File: src/rtl/fbfl_pkg.sv
// shared types and constants of the fixed block free list allocator
package fbfl_pkg;

  localparam int NUM_BLOCKS = 1024;
  localparam int IDX_W      = $clog2(NUM_BLOCKS);
  localparam int LINK_W     = $clog2(NUM_BLOCKS + 1);
  localparam int OFF_W      = 20;
  localparam int POOL_W     = 21;
  localparam int SHIFT_W    = 4;
  localparam int ADDR_W     = 3;
  localparam int DATA_W     = 32;

  localparam logic [LINK_W-1:0]  NULL_LINK   = LINK_W'(NUM_BLOCKS);
  localparam logic [SHIFT_W-1:0] SHIFT_MIN   = 4'd3;
  localparam logic [SHIFT_W-1:0] SHIFT_MAX   = 4'd10;
  localparam logic [SHIFT_W-1:0] SHIFT_RST   = 4'd6;
  localparam logic [POOL_W-1:0]  POOL_RST    = 21'd65536;

  localparam logic [1:0] MODE_ALLOC = 2'd0;
  localparam logic [1:0] MODE_FREE  = 2'd1;
  localparam logic [1:0] MODE_INIT  = 2'd2;

  localparam logic REG_BLOCK_SHIFT = 1'b0;
  localparam logic REG_POOL_BYTES  = 1'b1;

  typedef struct packed {
    logic [1:0]       mode;
    logic [OFF_W-1:0] block_offset;
  } in_item_t;

  typedef struct packed {
    logic [OFF_W-1:0] result_offset;
    logic             status;
  } out_item_t;

  typedef struct packed {
    logic [SHIFT_W-1:0] shift;
    logic [POOL_W-1:0]  pool_bytes;
  } cfg_t;

endpackage

File: src/rtl/fbfl_cfg.sv
// configuration registers on the apb port, with the clamped block shift
module fbfl_cfg (
  input  logic                       clk_i,
  input  logic                       rst_ni,
  input  logic                       psel,
  input  logic                       penable,
  input  logic                       pwrite,
  input  logic [fbfl_pkg::ADDR_W-1:0] paddr,
  input  logic [fbfl_pkg::DATA_W-1:0] pwdata,
  output logic [fbfl_pkg::DATA_W-1:0] prdata,
  output logic                       pready,
  output fbfl_pkg::cfg_t             cfg_o
);

  logic [fbfl_pkg::SHIFT_W-1:0] block_shift_q;
  logic [fbfl_pkg::POOL_W-1:0]  pool_bytes_q;
  logic                         wr_en;
  logic                         reg_sel;

  assign pready  = 1'b1;
  assign reg_sel = paddr[2];
  assign wr_en   = psel & penable & pwrite;

  always_ff @(posedge clk_i or negedge rst_ni) begin
    if (!rst_ni) begin
      block_shift_q <= fbfl_pkg::SHIFT_RST;
      pool_bytes_q  <= fbfl_pkg::POOL_RST;
    end else if (wr_en) begin
      unique case (reg_sel)
        fbfl_pkg::REG_BLOCK_SHIFT: block_shift_q <= pwdata[fbfl_pkg::SHIFT_W-1:0];
        fbfl_pkg::REG_POOL_BYTES:  pool_bytes_q  <= pwdata[fbfl_pkg::POOL_W-1:0];
        default: ;
      endcase
    end
  end

  always_comb begin
    unique case (reg_sel)
      fbfl_pkg::REG_BLOCK_SHIFT:
        prdata = fbfl_pkg::DATA_W'(block_shift_q);
      fbfl_pkg::REG_POOL_BYTES:
        prdata = fbfl_pkg::DATA_W'(pool_bytes_q);
      default: prdata = '0;
    endcase
  end

  // shift outside the supported block sizes is pinned to the nearest end
  always_comb begin
    priority if (block_shift_q < fbfl_pkg::SHIFT_MIN) begin
      cfg_o.shift = fbfl_pkg::SHIFT_MIN;
    end else if (block_shift_q > fbfl_pkg::SHIFT_MAX) begin
      cfg_o.shift = fbfl_pkg::SHIFT_MAX;
    end else begin
      cfg_o.shift = block_shift_q;
    end
    cfg_o.pool_bytes = pool_bytes_q;
  end

endmodule

File: config.mk
export PLATFORM = sky130hd
export DESIGN_NAME = fbfl_cfg
export DESIGN_NICKNAME = d
export VERILOG_FILES = /design/src/rtl/fbfl_pkg.sv /design/src/rtl/fbfl_cfg.sv
export SDC_FILE = /design/constraint.sdc
export NUM_CORES = 1
export LEC_CHECK = 0
export BUFFER_PORTS_ARGS = -buffer_cell sky130_fd_sc_hd__buf_2
export CAP_MARGIN = 20
export CORE_UTILIZATION = 36
export DETAILED_ROUTE_END_ITERATION = 8
export HOLD_SLACK_MARGIN = 0.08
export PLACE_DENSITY_LB_ADDON = 0.08
export SETUP_SLACK_MARGIN = 0.5
export SYNTH_ARGS = -nofsm -noshare
export SYNTH_HDL_FRONTEND = slang
export SYNTH_SLANG_ARGS = --single-unit
File: constraint.sdc
create_clock -name clk_i -period 0.9 [get_ports clk_i]
set_input_delay 0.18 -clock clk_i [delete_from_list [all_inputs] [get_ports clk_i]]
set_output_delay 0.18 -clock clk_i [all_outputs]
set_load 0.05 [all_outputs]
==> flow_summary.yaml <==
outcome:
  outcome: "finished with violations"
  violations: "negative hold slack, negative setup slack"
pwr:
  p_clk_share_pct: 10.3
  p_leak_nw: 1.27
  p_per_area_nw_per_um2: 2530
  pwr-share-comb_pct: 63.2
  p_sw_mw: 2.77
  switching_share_pct: 43.1
  internal_power_mw: 3.65
  p_seq_share_pct: 26.6
  peakVddDrop_v: 0.00126
  p_total_mw: 6.42
yosys:
  yosysMostFrequentCell: "dfrtp_1"
  yosys.area.top_type: "dfrtp_1"
  synth_flop_cell: "dfrtp_1"
  netlist_instances: 98
  synth_top_cell_area_share_pct: 41.4
  ys_types: 16
  synth_area_leaders: "dfrtp_1, mux2_4, and2_1"
  syn_area_um2: 1330
  synth.avg_cell_area_um2: 13.6
  async_reset_ff_share_pct: 100
  synth_edf_count: 0
  ys_ff_latch: 25
  yosysWarningCount: 0
  yosysSeqAreaShare_pct: 47.3
  synth.top_cells.by_count: "dfrtp_1, mux2_4, and2_1"
clock_tree:
  cts_root_buf: "clkbuf_8"
  clk-insertion-delay-late_ps: 260
  cts_buffers: 3
  cts_tree: "built"
  clk_pin_slew_ps: 80
  htreeDepth: 1
  cts_buffer_depth: 2
  cts.sinks: 25
detailed_routing:
  drc_errors: 0
  drtAntennaViolNets: 0
  wl_per_cell_um: 14.6
  drt_iter0_markers: 17
  wirelength_mm: 3.45
  vias: 1037
  viasPerCell: 4.39
  drt_first_pass_iters: 3
critical_path:
  r2r_setup_slack_ps: -110
  cp-startpoint: "block_shift_q[2]$_DFFE_PN1P_"
  r2r_cells: 3
  worstReg2RegStart: "pool_bytes_q[11]$_DFFE_PN0P_"
  crit_type: "reg -> out"
  timing.rr.end: "pool_bytes_q[11]$_DFFE_PN0P_"
  critPathCaptureType: "output pin"
  cp.required_ps: 720
  critPathArrivalTime_ps: 1270
  worstPathMaxFanout: 6
  cp-start-kind: "flip-flop"
  crit_path_end: "cfg_o[22]"
timing:
  hold_slack_ps: -155
  slew_viol_final: 0
  finalHoldViolations: 22
  finalCritPeriodShare_pct: 161
  finalCriticalPeriod_ps: 1450
  fin_ws_ps: -550
  rsz0062_at_grt: "true"
  fin_skew_ps: 0
  setup_violations: 51
  fmax_ghz: 0.690
layout:
  nets: 231
  layout-drive-gt1-share_pct: 91.6
  layout.cells.non_filler: 236
  antenna_cells: 0
  area_delta_synth_final_pct: 90.6
min_path:
  hp-class: "in -> async"
floorplan:
  io_pins: 98
  dieArea_um2: 3940
  core_area_um2: 3440
  die_w_um: 62.8
  start_util_pct: 38.6
  die_h_um: 62.8
  rows: 21
run:
  maxCapViolations: 0
placement:
  hpwl_mm: 2.14
  dp.cells: 221
  place.gp.congestion: 0.719
  io_buffer_count: 72
global_route:
  grt_max_degree: 26
  grt_pass1_wl_mm: 5.44
  gr-total-overflow: 0
  grt_pass1_vias: 1059
  grt_use_total_pct: 18.1
  antenna_found_initial: 0
-- power by group through the flow --
stage	combinational [mW]	sequential [mW]	clock [mW]
finish	4.06	1.71	0.658
floorplan	1.60	2.40	0
CTS	3.81	1.69	0.682
global route	4.20	1.75	0.717
detailed placement	2.98	1.66	0
global placement	2.95	1.65	0
-- cells in the final DEF (no fill, tap or decap), drive strengths merged --
cell	synthesis	final
and2	17	17
o21bai	1	1
nor2b	3	3
conb	2	12
clkbuf	2	4
nand4	1	1
mux2	29	29
o2bb2ai	1	1
nand4b	1	1
buf	15	95
nor2	1	1
dfstp	3	3
dfrtp	22	22
-- timing repair --
item | in CTS | in global routing
endpoints found under the setup margin | 71 | 71
pin swaps | 16 | 3
buffers inserted | 4 | 7
hold endpoints to repair | 25 | 25
gates resized for setup | 122 | 19
-- state kept, by name, summed over array words and instances (netlist names) --
| name | flops |
|---|---|
| block_shift_q | 4 |
| pool_bytes_q | 21 |
-- metrics by stage --
step / cell area, um^2 / setup TNS [ps] / utilization [%] / setup slack [ps]
floorplan: 1510 / -2900 / - / -368
global placement: 1930 / -14740 / 56.1 / -363
detailed placement: 1930 / -14280 / 56.1 / -332
CTS: 2420 / -11800 / 70.2 / -556
global route: 2530 / -13490 / 73.6 / -604
finish: 2530 / -12040 / 73.6 / -550
-- cells by family (layout without fill, tap and decap cells) --
| group | Yosys count | count (layout) | synth area share (%) |
|---|---|---|---|
| multiplexers | 29 | 29 | 30.2 |
| flip-flops | 25 | 25 | 47.3 |
| buffers and inverters | 17 | 99 | 9.41 |
| AND/OR/NAND/NOR | 23 | 23 | 11.3 |
| AO/OA/AOI/OAI | 2 | 2 | 1.22 |
| other | 2 | 12 | 0.565 |
-- worst max-delay path, cell delays in order (launching register included) --
cell and delay, ps:
dfstp_2 580, nor2b_4 200, o21bai_4 70, buf_6 160
-- metal layers --
metal  vias to the layer above  track usage (%)  wire, um
met5                         -                0         0
met4                         0             6.10        40
met3                         4             3.28       180
met2                        52             31.7      1810
met1                       498             22.3      1420
li1                        483                -         -
-- worst min-delay path by stage --
stage | from | to | slack [ps] | cells past startpoint
floorplan | rst_ni | block_shift_q[0]$_DFFE_PN0P_ | -120 | 0
global placement | rst_ni | pool_bytes_q[14]$_DFFE_PN0P_ | 130 | 2
detailed placement | rst_ni | pool_bytes_q[14]$_DFFE_PN0P_ | 130 | 2
CTS | rst_ni | pool_bytes_q[20]$_DFFE_PN0P_ | -150 | 2
global route | rst_ni | pool_bytes_q[2]$_DFFE_PN0P_ | -150 | 2
finish | rst_ni | pool_bytes_q[17]$_DFFE_PN0P_ | -150 | 2
-- layout make-up --
class / count / area, um^2
well taps: 46 / 57.6
repair buffers: 95 / 1040
clock buffers: 4 / 45.0
flip-flops and latches: 25 / 657
multi-input cells: 66 / 732
fillers: 237 / 907
No activity file was read; power rests on OpenSTA's default activity.
